--- src/hw/rtl/xbr_pkg.sv ---
// Shared types, constants and CRC function for the XMODEM block receiver.
`timescale 1ns / 1ps

package xbr_pkg;

    localparam int BLOCK_BYTES = 128;
    localparam int IDX_W       = $clog2(BLOCK_BYTES);
    localparam int ADDR_W      = 3;

    localparam logic [7:0] CH_SOH = 8'h01;
    localparam logic [7:0] CH_EOT = 8'h04;
    localparam logic [7:0] CH_ACK = 8'h06;
    localparam logic [7:0] CH_NAK = 8'h15;
    localparam logic [7:0] CH_C   = 8'h43;

    localparam logic [15:0] CRC_POLY = 16'h1021;

    localparam logic [1:0] ST_BUSY    = 2'd0;
    localparam logic [1:0] ST_DONE    = 2'd1;
    localparam logic [1:0] ST_TIMEOUT = 2'd2;
    localparam logic [1:0] ST_ERROR   = 2'd3;

    localparam logic REG_CHECKSUM_MODE = 1'b0;
    localparam logic REG_TIMEOUT_TICKS = 1'b1;

    localparam logic        CHECKSUM_MODE_RST = 1'b1;
    localparam logic [15:0] TIMEOUT_TICKS_RST = 16'd12000;

    typedef struct packed {
        logic        checksum_mode;
        logic [15:0] timeout_ticks;
    } xbr_cfg_t;

    typedef struct packed {
        logic       tx_valid;
        logic [7:0] tx_byte;
        logic       data_valid;
        logic [7:0] data_byte;
        logic       block_end;
        logic       block_good;
        logic [1:0] status;
    } xbr_result_t;

    function automatic logic [15:0] crc_byte(input logic [15:0] crc_in, input logic [7:0] b);
        logic [15:0] c;
        c = crc_in ^ {b, 8'h00};
        for (int k = 0; k < 8; k++)
        begin
            if (c[15])
            begin
                c = {c[14:0], 1'b0} ^ CRC_POLY;
            end
            else
            begin
                c = {c[14:0], 1'b0};
            end
        end
        return c;
    endfunction

endpackage

--- src/hw/rtl/xmodem_block_receiver_core.sv ---
// Top level of the XMODEM block receiver: input stage, engine, result register.
//
// Input channel (in_valid/in_stall) carries one word per line byte or retry
// tick: mode 0 = rx_byte from the line, mode 1 = handshake tick.
// Output channel (out_valid/out_stall) returns exactly one result word per
// input word: control byte to send (tx_valid/tx_byte), payload byte
// (data_valid/data_byte), block verdict (block_end/block_good) and status.
// Each word passes through the input register, then the result register, before
// out_valid. Throughput is one word per cycle while out_stall is low; the
// protocol engine computes the result combinationally between the two
// registers and updates its state as the result register loads.
// Registers (APB, pready always high): 0x0 checksum_mode, 0x4 timeout_ticks.
// Write them only while no word is in flight.
// Reset clears both stages and returns the engine to waiting for SOH with
// the tick count at zero; registers return to CRC mode, 12000 ticks.
// While out_stall is high the result word holds; the input register still
// takes one more word, then in_stall rises until the result is taken.
`timescale 1ns / 1ps

module xmodem_block_receiver_core
(
    input  logic                       clk,
    input  logic                       rst_n,
    input  logic                       psel,
    input  logic                       penable,
    input  logic                       pwrite,
    input  logic [xbr_pkg::ADDR_W-1:0] paddr,
    input  logic [31:0]                pwdata,
    output logic [31:0]                prdata,
    output logic                       pready,
    input  logic                       in_valid,
    output logic                       in_stall,
    input  logic                       mode,
    input  logic [7:0]                 rx_byte,
    output logic                       out_valid,
    input  logic                       out_stall,
    output logic                       tx_valid,
    output logic [7:0]                 tx_byte,
    output logic                       data_valid,
    output logic [7:0]                 data_byte,
    output logic                       block_end,
    output logic                       block_good,
    output logic [1:0]                 status
);
    import xbr_pkg::*;

    xbr_cfg_t    cfg;
    xbr_result_t res;
    xbr_result_t res_reg;

    logic       s1_valid_reg;
    logic       s1_mode_reg;
    logic [7:0] s1_byte_reg;
    logic       out_valid_reg;
    logic       advance;
    logic       load_s1;

    xbr_cfg_regs u_cfg
    (
        .clk     (clk),
        .rst_n   (rst_n),
        .psel    (psel),
        .penable (penable),
        .pwrite  (pwrite),
        .paddr   (paddr),
        .pwdata  (pwdata),
        .prdata  (prdata),
        .pready  (pready),
        .cfg     (cfg)
    );

    assign advance  = s1_valid_reg && (!out_valid_reg || !out_stall);
    assign in_stall = s1_valid_reg && !advance;
    assign load_s1  = in_valid && !in_stall;

    xbr_engine u_engine
    (
        .clk     (clk),
        .rst_n   (rst_n),
        .fire    (advance),
        .tick    (s1_mode_reg),
        .rx_byte (s1_byte_reg),
        .cfg     (cfg),
        .res     (res)
    );

    always_ff @(posedge clk or negedge rst_n)
    begin
        if (!rst_n)
        begin
            s1_valid_reg  <= 1'b0;
            out_valid_reg <= 1'b0;
        end
        else
        begin
            if (load_s1)
            begin
                s1_valid_reg <= 1'b1;
            end
            else if (advance)
            begin
                s1_valid_reg <= 1'b0;
            end
            if (advance)
            begin
                out_valid_reg <= 1'b1;
            end
            else if (!out_stall)
            begin
                out_valid_reg <= 1'b0;
            end
        end
    end

    always_ff @(posedge clk)
    begin
        if (load_s1)
        begin
            s1_mode_reg <= mode;
            s1_byte_reg <= rx_byte;
        end
        if (advance)
        begin
            res_reg <= res;
        end
    end

    assign out_valid  = out_valid_reg;
    assign tx_valid   = res_reg.tx_valid;
    assign tx_byte    = res_reg.tx_byte;
    assign data_valid = res_reg.data_valid;
    assign data_byte  = res_reg.data_byte;
    assign block_end  = res_reg.block_end;
    assign block_good = res_reg.block_good;
    assign status     = res_reg.status;

endmodule

--- src/hw/rtl/xbr_cfg_regs.sv ---
// APB configuration registers: checksum mode and handshake timeout.
`timescale 1ns / 1ps

module xbr_cfg_regs
(
    input  logic                  clk,
    input  logic                  rst_n,
    input  logic                  psel,
    input  logic                  penable,
    input  logic                  pwrite,
    input  logic [xbr_pkg::ADDR_W-1:0] paddr,
    input  logic [31:0]           pwdata,
    output logic [31:0]           prdata,
    output logic                  pready,
    output xbr_pkg::xbr_cfg_t     cfg
);
    import xbr_pkg::*;

    logic        mode_reg;
    logic [15:0] ticks_reg;
    logic        wr_en;
    logic        reg_sel;

    assign pready  = 1'b1;
    assign wr_en   = psel && penable && pwrite;
    assign reg_sel = paddr[2];

    always_ff @(posedge clk or negedge rst_n)
    begin
        if (!rst_n)
        begin
            mode_reg  <= CHECKSUM_MODE_RST;
            ticks_reg <= TIMEOUT_TICKS_RST;
        end
        else if (wr_en)
        begin
            unique case (reg_sel)
                REG_CHECKSUM_MODE: mode_reg  <= pwdata[0];
                REG_TIMEOUT_TICKS: ticks_reg <= pwdata[15:0];
                default: ;
            endcase
        end
    end

    always_comb
    begin
        unique case (reg_sel)
            REG_CHECKSUM_MODE: prdata = {31'd0, mode_reg};
            REG_TIMEOUT_TICKS: prdata = {16'd0, ticks_reg};
            default:           prdata = 32'd0;
        endcase
    end

    assign cfg.checksum_mode = mode_reg;
    assign cfg.timeout_ticks = ticks_reg;

endmodule

--- src/hw/rtl/xbr_engine.sv ---
// Protocol state and per-word result logic of the XMODEM receiver.
`timescale 1ns / 1ps

module xbr_engine
(
    input  logic                 clk,
    input  logic                 rst_n,
    input  logic                 fire,
    input  logic                 tick,
    input  logic [7:0]           rx_byte,
    input  xbr_pkg::xbr_cfg_t    cfg,
    output xbr_pkg::xbr_result_t res
);
    import xbr_pkg::*;

    typedef enum logic [3:0] {
        PH_WAIT, PH_NUM1, PH_NUM2, PH_DATA, PH_CHK1,
        PH_CHK2, PH_NEXT, PH_DONE, PH_TIMEOUT, PH_ERROR
    } phase_t;

    phase_t            phase_reg,  phase_next;
    logic [IDX_W-1:0]  idx_reg,    idx_next;
    logic [7:0]        sum_reg,    sum_next;
    logic [15:0]       crc_reg,    crc_next;
    logic [7:0]        hi_reg,     hi_next;
    logic [15:0]       ticks_reg,  ticks_next;
    logic              good;

    always_comb
    begin
        phase_next = phase_reg;
        idx_next   = idx_reg;
        sum_next   = sum_reg;
        crc_next   = crc_reg;
        hi_next    = hi_reg;
        ticks_next = ticks_reg;
        good       = 1'b0;
        res        = '0;

        if (phase_reg == PH_DONE)
        begin
            res.status = ST_DONE;
        end
        else if (phase_reg == PH_TIMEOUT)
        begin
            res.status = ST_TIMEOUT;
        end
        else if (phase_reg == PH_ERROR)
        begin
            res.status = ST_ERROR;
        end
        else if (tick)
        begin
            if (phase_reg == PH_WAIT)
            begin
                if (ticks_reg != 16'hFFFF)
                begin
                    ticks_next = ticks_reg + 16'd1;
                end
                if (ticks_next >= cfg.timeout_ticks)
                begin
                    phase_next = PH_TIMEOUT;
                    res.status = ST_TIMEOUT;
                end
                else
                begin
                    res.tx_valid = 1'b1;
                    res.tx_byte  = cfg.checksum_mode ? CH_C : CH_NAK;
                end
            end
        end
        else
        begin
            unique case (phase_reg) inside
                PH_WAIT, PH_NEXT:
                begin
                    if (rx_byte == CH_SOH)
                    begin
                        phase_next = PH_NUM1;
                        idx_next   = '0;
                        sum_next   = '0;
                        crc_next   = '0;
                        hi_next    = '0;
                    end
                    else if (phase_reg == PH_NEXT)
                    begin
                        if (rx_byte == CH_EOT)
                        begin
                            res.tx_valid = 1'b1;
                            res.tx_byte  = CH_ACK;
                            phase_next   = PH_DONE;
                            res.status   = ST_DONE;
                        end
                        else
                        begin
                            phase_next = PH_ERROR;
                            res.status = ST_ERROR;
                        end
                    end
                end
                PH_NUM1: phase_next = PH_NUM2;
                PH_NUM2: phase_next = PH_DATA;
                PH_DATA:
                begin
                    res.data_valid = 1'b1;
                    res.data_byte  = rx_byte;
                    sum_next       = sum_reg + rx_byte;
                    crc_next       = crc_byte(crc_reg, rx_byte);
                    idx_next       = idx_reg + 1'b1;
                    if (idx_reg == IDX_W'(BLOCK_BYTES - 1))
                    begin
                        phase_next = PH_CHK1;
                    end
                end
                PH_CHK1:
                begin
                    if (cfg.checksum_mode)
                    begin
                        hi_next    = rx_byte;
                        phase_next = PH_CHK2;
                    end
                    else
                    begin
                        good           = (rx_byte == sum_reg);
                        res.block_end  = 1'b1;
                        res.block_good = good;
                        res.tx_valid   = 1'b1;
                        res.tx_byte    = good ? CH_ACK : CH_NAK;
                        phase_next     = PH_NEXT;
                    end
                end
                PH_CHK2:
                begin
                    good           = ({hi_reg, rx_byte} == crc_reg);
                    res.block_end  = 1'b1;
                    res.block_good = good;
                    res.tx_valid   = 1'b1;
                    res.tx_byte    = good ? CH_ACK : CH_NAK;
                    phase_next     = PH_NEXT;
                end
                default:
                begin
                    phase_next = PH_ERROR;
                    res.status = ST_ERROR;
                end
            endcase
        end
    end

    always_ff @(posedge clk or negedge rst_n)
    begin
        if (!rst_n)
        begin
            phase_reg <= PH_WAIT;
            idx_reg   <= '0;
            sum_reg   <= '0;
            crc_reg   <= '0;
            hi_reg    <= '0;
            ticks_reg <= '0;
        end
        else if (fire)
        begin
            phase_reg <= phase_next;
            idx_reg   <= idx_next;
            sum_reg   <= sum_next;
            crc_reg   <= crc_next;
            hi_reg    <= hi_next;
            ticks_reg <= ticks_next;
        end
    end

endmodule

--- config.mk ---
export PLATFORM = sky130hd
export DESIGN_NAME = xmodem_block_receiver_core
export DESIGN_NICKNAME = d
export VERILOG_FILES = /design/src/hw/rtl/xbr_pkg.sv /design/src/hw/rtl/xmodem_block_receiver_core.sv /design/src/hw/rtl/xbr_cfg_regs.sv /design/src/hw/rtl/xbr_engine.sv
export SDC_FILE = /design/constraint.sdc
export NUM_CORES = 1
export LEC_CHECK = 0
export BUFFER_PORTS_ARGS = -buffer_cell sky130_fd_sc_hd__buf_2
export CORE_MARGIN = 2
export CORE_UTILIZATION = 30
export CTS_BUF_LIST = sky130_fd_sc_hd__clkbuf_4
export CTS_CLUSTER_SIZE = 14
export DETAILED_ROUTE_END_ITERATION = 10
export SETUP_SLACK_MARGIN = 0.15
export SYNTH_ARGS = -nofsm -noshare
export SYNTH_HDL_FRONTEND = slang
export SYNTH_SLANG_ARGS = --single-unit
--- constraint.sdc ---
create_clock -name clk -period 5.3 [get_ports clk]
set_input_delay 0.53 -clock clk [delete_from_list [all_inputs] [get_ports clk]]
set_output_delay 0.53 -clock clk [all_outputs]
set_load 0.03 [all_outputs]
# Word-level counts from Yosys, hierarchy flattened
# Index checks and enable logic that the tools add are counted.
dict set report word_totals {
  ff_bits 109
  latchBits 0
  ram_bits 0
  romBits 0
  inputBits 51
  output_inout_bits 57
  elab_cells 179
  mem_count 0
}
dict set report op_classes {
  addsub 3
  multipliers 0
  div_mod_pow 0
  magnitude_cmp 1
  eq_ne 22
  shifts 0
  muxes 94
  bitwise_logic 15
  n_reduce_logical 25
}
# cell n
set op_table {}
lappend op_table {{16-bit two-way mux} 42}
lappend op_table {{13-bit two-way mux} 8}
lappend op_table {{9-bit two-way mux} 8}
lappend op_table {{32-bit one-hot mux with 2 select lines} 1}
lappend op_table {{16-bit one-hot mux with 2 select lines} 1}
lappend op_table {{8-bit one-hot mux with 2 select lines} 2}
lappend op_table {{4-bit two-way mux} 7}
lappend op_table {{9-bit one-hot mux with 3 select lines} 1}
lappend op_table {{3-bit inverter} 8}
lappend op_table {{4-bit one-hot mux with 6 select lines} 1}
lappend op_table {{2-bit two-way mux} 10}
lappend op_table {{16-bit by 1-bit adder with 16-bit output (second input constant)} 1}
lappend op_table {{16-bit equality test} 1}
lappend op_table {{4-bit by 3-bit equality test with 1-bit output (second input constant)} 4}
lappend op_table {{16-bit >= comparator} 1}
lappend op_table {{8-bit two-way mux} 2}
lappend op_table {{16-bit inequality test (second input constant)} 1}
lappend op_table {{8-bit AND reduction} 2}
lappend op_table {{16-bit XOR} 1}
lappend op_table {{7-bit two-way mux} 2}
lappend op_table {{7-bit one-hot mux with 2 select lines} 1}
lappend op_table {{5-bit two-way mux} 2}
lappend op_table {{5-bit OR reduction} 2}
lappend op_table {{8-bit adder} 1}
lappend op_table {{other kinds (26)} 50}

# Depth between registers and ports, before layout
dict set report depth {
  depth_word 53
  depth_mapped 16
  depth_no_buf 13
}

# Cells and area by module
# A second synthesis with hierarchy kept.
dict set report unflattened {
  hier_cells 633
  hier_area_um2 6387.4
}
# module n_inst cells_each area_per_inst_um2 seq_area_each_um2
set modules_own_cells {}
lappend modules_own_cells {xbr_engine 1 519 4395.5 1476.4}
lappend modules_own_cells {xmodem_block_receiver_core 1 39 1023.5 980.9}
lappend modules_own_cells {xbr_cfg_regs 1 75 968.4 435.4}

# Worst setup path after synthesis
# Ideal clock, no wire load.
dict set report synth_path {
  kind {in2reg}
  start {in out_stall}
  end {reg u_engine.idx_reg[5]}
  setup_time_ns 0.104
  arrival_ns 3.601
  required_ns 5.196
  path_slack_ns 1.595
  cell_stages 7
  path_buffers 2
  cell_sequence {a21boi_0 > o211ai_1 > a2111o_1 > buf_2 > or2_0 > buf_2 > o41ai_2}
}
dict set report synth_via {
  elab_chain_len 4
}
# item line
set synth_rtl {}
lappend synth_rtl {{from (decl)} xmodem_block_receiver_core.sv:36} ;# input logic out_stall,
lappend synth_rtl {{1-bit zero test} -}
lappend synth_rtl {{1-bit logical OR} xmodem_block_receiver_core.sv:72} ;# assign advance = s1_valid_reg && (!out_valid_reg || !out_stall);
lappend synth_rtl {{1-bit logical AND} xmodem_block_receiver_core.sv:72}
lappend synth_rtl {{7-bit AND reduction (no source line)} -}
lappend synth_rtl {{to (signal assigned)} xbr_engine.sv:164} ;# idx_reg <= idx_next;
lappend synth_rtl {{to (decl)} xbr_engine.sv:22} ;# logic [IDX_W-1:0] idx_reg, idx_next;
# Every way passes these cells.
# A chain may end at the register's enable or synchronous reset.

# Worst setup path in the final report
dict set report layout_path {
  start {reg u_engine.ticks_reg[4]}
  end {reg res_reg, in the netlist tx_byte[1], data pin}
}
dict set report layout_via {
  elab_chain_len 11
  elab_cells_between_ends 12
  classes_between {add/sub: 1; order compare: 1; eq/ne: 1; mux: 9}
}
# item line
set layout_rtl {}
lappend layout_rtl {{from (decl)} xbr_engine.sv:26} ;# logic [15:0] ticks_reg, ticks_next;
lappend layout_rtl {{from (signal assigned)} xbr_engine.sv:168} ;# ticks_reg <= ticks_next;
lappend layout_rtl {{16-bit by 1-bit adder with 16-bit output / 16-bit inequality test (equally long branches)} {xbr_engine.sv:58, xbr_engine.sv:56}}
lappend layout_rtl {{16-bit two-way mux (*)} xbr_engine.sv:56} ;# if (ticks_reg != 16'hFFFF)
lappend layout_rtl {{16-bit two-way mux (*)} xbr_engine.sv:54} ;# if (phase_reg == PH_WAIT)
lappend layout_rtl {{16-bit two-way mux (*)} xbr_engine.sv:52} ;# else if (tick)
lappend layout_rtl {{16-bit two-way mux (*)} xbr_engine.sv:48} ;# else if (phase_reg == PH_ERROR)
lappend layout_rtl {{16-bit two-way mux (*)} xbr_engine.sv:44} ;# else if (phase_reg == PH_TIMEOUT)
lappend layout_rtl {{16-bit two-way mux (*)} xbr_engine.sv:40} ;# if (phase_reg == PH_DONE)
lappend layout_rtl {{16-bit >= comparator (*)} xbr_engine.sv:60} ;# if (ticks_next >= cfg.timeout_ticks)
lappend layout_rtl {{9-bit two-way mux (*)} xbr_engine.sv:60}
lappend layout_rtl {{9-bit two-way mux (*)} xbr_engine.sv:54}
lappend layout_rtl {{9-bit two-way mux (*)} xbr_engine.sv:52}
lappend layout_rtl {{to (signal assigned)} xmodem_block_receiver_core.sv:124} ;# res_reg <= res;
lappend layout_rtl {{to (decl)} xmodem_block_receiver_core.sv:49} ;# xbr_result_t res_reg;
# Mark *: on every way between the ends. The rest lies on a longest branch, timed or not. The select of a mux whose other input is x is not followed.

==> flow_metrics.env <==
export IMPL_place_detailed_hpwl_mm=9.536
export IMPL_grt_pass1_vias=4278
export IMPL_grt_use_total_pct=12.64
export IMPL_r2r_end="tx_byte[1]$_SDFFCE_PP0P_"
export IMPL_post_place_ws_ns=1.549
export IMPL_synth_ff_type="dfrtp_1"
export IMPL_clkLatencyLatePin_ns=0.49
export IMPL_netlist_area_mm2=0.006172
export IMPL_gp_congestion=0.8612
export IMPL_initial_core_util_pct=30.50
export IMPL_rr_worst_depth=13
export IMPL_holdPathEnd="s1_mode_reg$_DFFE_PP_"
export IMPL_required_ns=5.62
export IMPL_cts_buffers=9
export IMPL_first_iter_violations=218
export IMPL_hold_depth=1
export IMPL_peakVddDrop_mv=0.1037
export IMPL_syn2layout_area_growth_pct=11.13
export IMPL_die_h_um=147.4
export IMPL_power_density_mw_per_mm2=237.3
export IMPL_async_flop_share_pct=73.58
export IMPL_clock_skew_ns=0.03093
export IMPL_fill_cells=2113
export IMPL_worstSetupStartpointType="register"
export IMPL_avgSynthCellArea_um2=9.797
export IMPL_synth_cell_types=60
export IMPL_crit_buf_inv=0
export IMPL_report_final_slew_viol_count=0
export IMPL_min_from="mode"
export IMPL_fin_ws_ns=1.487
export IMPL_grt_max_degree=60
export IMPL_grt_pass1_wl_mm=21.98
export IMPL_min_period_over_period_pct=71.95
export IMPL_rsz0062_at_grt="false"
export IMPL_cts_resized=0
export IMPL_maxCapViolCount=0
export IMPL_drive_gt1_share_pct=19.01
export IMPL_r2r_slack_ns=1.49
export IMPL_antenna_found_initial=1
export IMPL_drt_wirelength_per_cell_um=13.63
export IMPL_dieArea_mm2=0.02174
export IMPL_post_cts_setup_buffers=0
export IMPL_critical_path_class="register to register"
export IMPL_synthCells=630
export IMPL_row_count=52
export IMPL_worst_slew_pin_slew_ns=1.147
export IMPL_fin_setup_tns_ns=0
export IMPL_fmax_mhz=262.2
export IMPL_worstSetupEndpointType="register"
export IMPL_setup_viol=0
export IMPL_vias=4443
export IMPL_routed_wl_mm=13.08
export IMPL_run_status="finished clean"
export IMPL_ys_ff_latch=106
export IMPL_yosysWarnings=0
export IMPL_nets=761
export IMPL_post_route_drc_count=0
export IMPL_cts_sinks=106
export IMPL_port_buffers=69
export IMPL_crit_path_max_incr_delay_ns=0.52
export IMPL_cts_htree_levels=3
export IMPL_hold_violations=0
export IMPL_crit_path_cell_trace="and4_1, nand4_1, or3_1, nand3_1, nor2_1, xor2_1, ha_1, a21oi_1, o21ai_0, a21oi_1, o21ai_0, or2_2, o31ai_1"
export IMPL_vias_per_cell=4.628
export IMPL_core_mm2=0.02023
export IMPL_slowest_stage="dfrtp_1"
export IMPL_cp_max_fo=8
export IMPL_root_buffer="clkbuf_4"
export IMPL_synth_edf_count=28
export IMPL_cts_tree="done"
export IMPL_ant_nets=0
export IMPL_slew_headroom_pct=22.95
export IMPL_path_clk_slew_ns=0.19
export IMPL_r2r_start="u_engine.ticks_reg[4]$_DFFE_PN0P_"
export IMPL_yosysSeqAreaShare_pct=45.41
export IMPL_drt_pass1_iter_count=4
export IMPL_io_pins=108
export IMPL_min_period_ns=3.813
export IMPL_grt_overflow_total=0
export IMPL_path_delay_family="simple AND/OR/NAND/NOR gates"
export IMPL_p_leak_nw=2.991
export IMPL_hp_class="input pin to register"
export IMPL_cp_arrival_ns=4.13
export IMPL_die_w_um=147.4
export IMPL_clockBufferDepth=2
==> metrics by stage <==
step           total power [mW]  cells  instance area, um^2  hold slack [ns]  util (%)
5_1_grt                   1.722    960                 6859           0.1330     33.90
3_3_place_gp              1.204    942                 6698           0.4253     33.10
2_1_floorplan             1.131    648                 6240           0.2344         -
3_5_place_dp              1.209    942                 6698           0.4279     33.10
4_1_cts                   1.658    959                 6857           0.1496     33.89
6_report                  1.628    960                 6859           0.2125     33.90
==> metal layers <==
| layer | vias to the layer above | global-route usage, % | share of wire [%] |
|---|---|---|---|
| li1 | 2261 | - | - |
| met1 | 2089 | 16.93 | 48 |
| met2 | 88 | 20.77 | 48 |
| met3 | 5 | 3.333 | 4.0 |
| met4 | 0 | 2.596 | 0.65 |
| met5 | - | 0 | 0 |
==> cell usage after synthesis (3+ instances only) <==
| master | instances | share of area, % |
|---|---|---|
| inv_1 | 33 | 2.0 |
| nand2b_1 | 4 | 0.41 |
| o21bai_1 | 3 | 0.36 |
| nor4_1 | 5 | 0.51 |
| ha_1 | 25 | 5.1 |
| buf_2 | 5 | 0.41 |
| dfstp_2 | 8 | 3.4 |
| nand2_1 | 65 | 4.0 |
| and2_1 | 26 | 2.6 |
| xnor2_1 | 42 | 6.0 |
| nor2b_1 | 6 | 0.61 |
| a31oi_1 | 3 | 0.30 |
| o21ai_0 | 42 | 3.4 |
| nor2_1 | 34 | 2.1 |
| or2_2 | 3 | 0.30 |
| nand3_1 | 29 | 2.4 |
| mux2_2 | 23 | 4.2 |
| edfxtp_1 | 28 | 14 |
| nor3_1 | 13 | 1.1 |
| a21oi_1 | 19 | 1.5 |
| xor2_1 | 27 | 3.8 |
| nand4_1 | 8 | 0.81 |
| or3_1 | 3 | 0.30 |
| clkbuf_1 | 24 | 1.5 |
| o31ai_1 | 22 | 2.7 |
| buf_4 | 20 | 2.4 |
| dfrtp_1 | 70 | 28 |
==> area by class of cell <==
cell class                      instances  area [um^2]  area share (%)
Multi-Input combinational cell        459         3048           44.44
Sequential cell                       106         2803           40.86
Timing Repair Buffer                   75        395.4           5.764
Tap cell                              270        337.8           4.925
Inverter                               33        123.9           1.806
Clock buffer                           10        75.07           1.094
Clock inverter                          6        73.82           1.076
Antenna cell                            1        2.502         0.03648
==> cell usage in the layout (no fill, tap or decap), types with 22 or more instances in the layout <==
master / synthesis / layout
edfxtp_1: 28 / 28
and2_1: 26 / 26
o21ai_0: 42 / 42
mux2_2: 23 / 23
nand3_1: 29 / 29
xor2_1: 27 / 27
nor2_1: 34 / 34
ha_1: 25 / 25
nand2_1: 65 / 65
o31ai_1: 22 / 22
buf_2: 5 / 68
dfrtp_1: 70 / 70
inv_1: 33 / 33
xnor2_1: 42 / 42
==> how the worst max path moves through the flow <==
stage / from / endpoint / slack (ns) / depth (start not counted)
floorplan: out_stall / u_engine.idx_reg[5]$_DFFE_PN0P_ / 1.60 / 7
global placement: u_engine.ticks_reg[4]$_DFFE_PN0P_ / tx_byte[1]$_SDFFCE_PP0P_ / 1.55 / 13
detailed placement: u_engine.ticks_reg[4]$_DFFE_PN0P_ / tx_byte[1]$_SDFFCE_PP0P_ / 1.55 / 13
CTS: u_engine.ticks_reg[4]$_DFFE_PN0P_ / tx_byte[1]$_SDFFCE_PP0P_ / 1.49 / 13
global route: u_engine.ticks_reg[4]$_DFFE_PN0P_ / tx_byte[1]$_SDFFCE_PP0P_ / 1.11 / 13
finish: u_engine.ticks_reg[4]$_DFFE_PN0P_ / tx_byte[1]$_SDFFCE_PP0P_ / 1.49 / 13
==> power breakdown <==
part           switching [mW]  total [mW]  internal (mW)  leakage (nW)
sequential             0.0393       0.932          0.892          1.26
clock                   0.286       0.441          0.155        0.0751
combinational           0.165       0.256         0.0911          1.66
==> what timing repair did <==
action / 4_1_cts / 5_1_grt
setup endpoints to repair: 0 / 0
hold endpoints to repair: 13 / 0
hold buffers: 1 / 0
==> logic make-up (layout without fill, tap and decap cells) <==
kind of cell | Yosys count | in the layout | share of synthesized area, %
simple gates | 206 | 206 | 16.66
compound gates | 114 | 114 | 11.90
flops | 106 | 106 | 45.41
buf+inv | 83 | 124 | 6.365
xor+xnor | 69 | 69 | 9.791
fa+ha+maj | 27 | 27 | 5.554
mux | 23 | 23 | 4.196
other cells | 2 | 21 | 0.1217
Power figures use the tool's default switching activity.
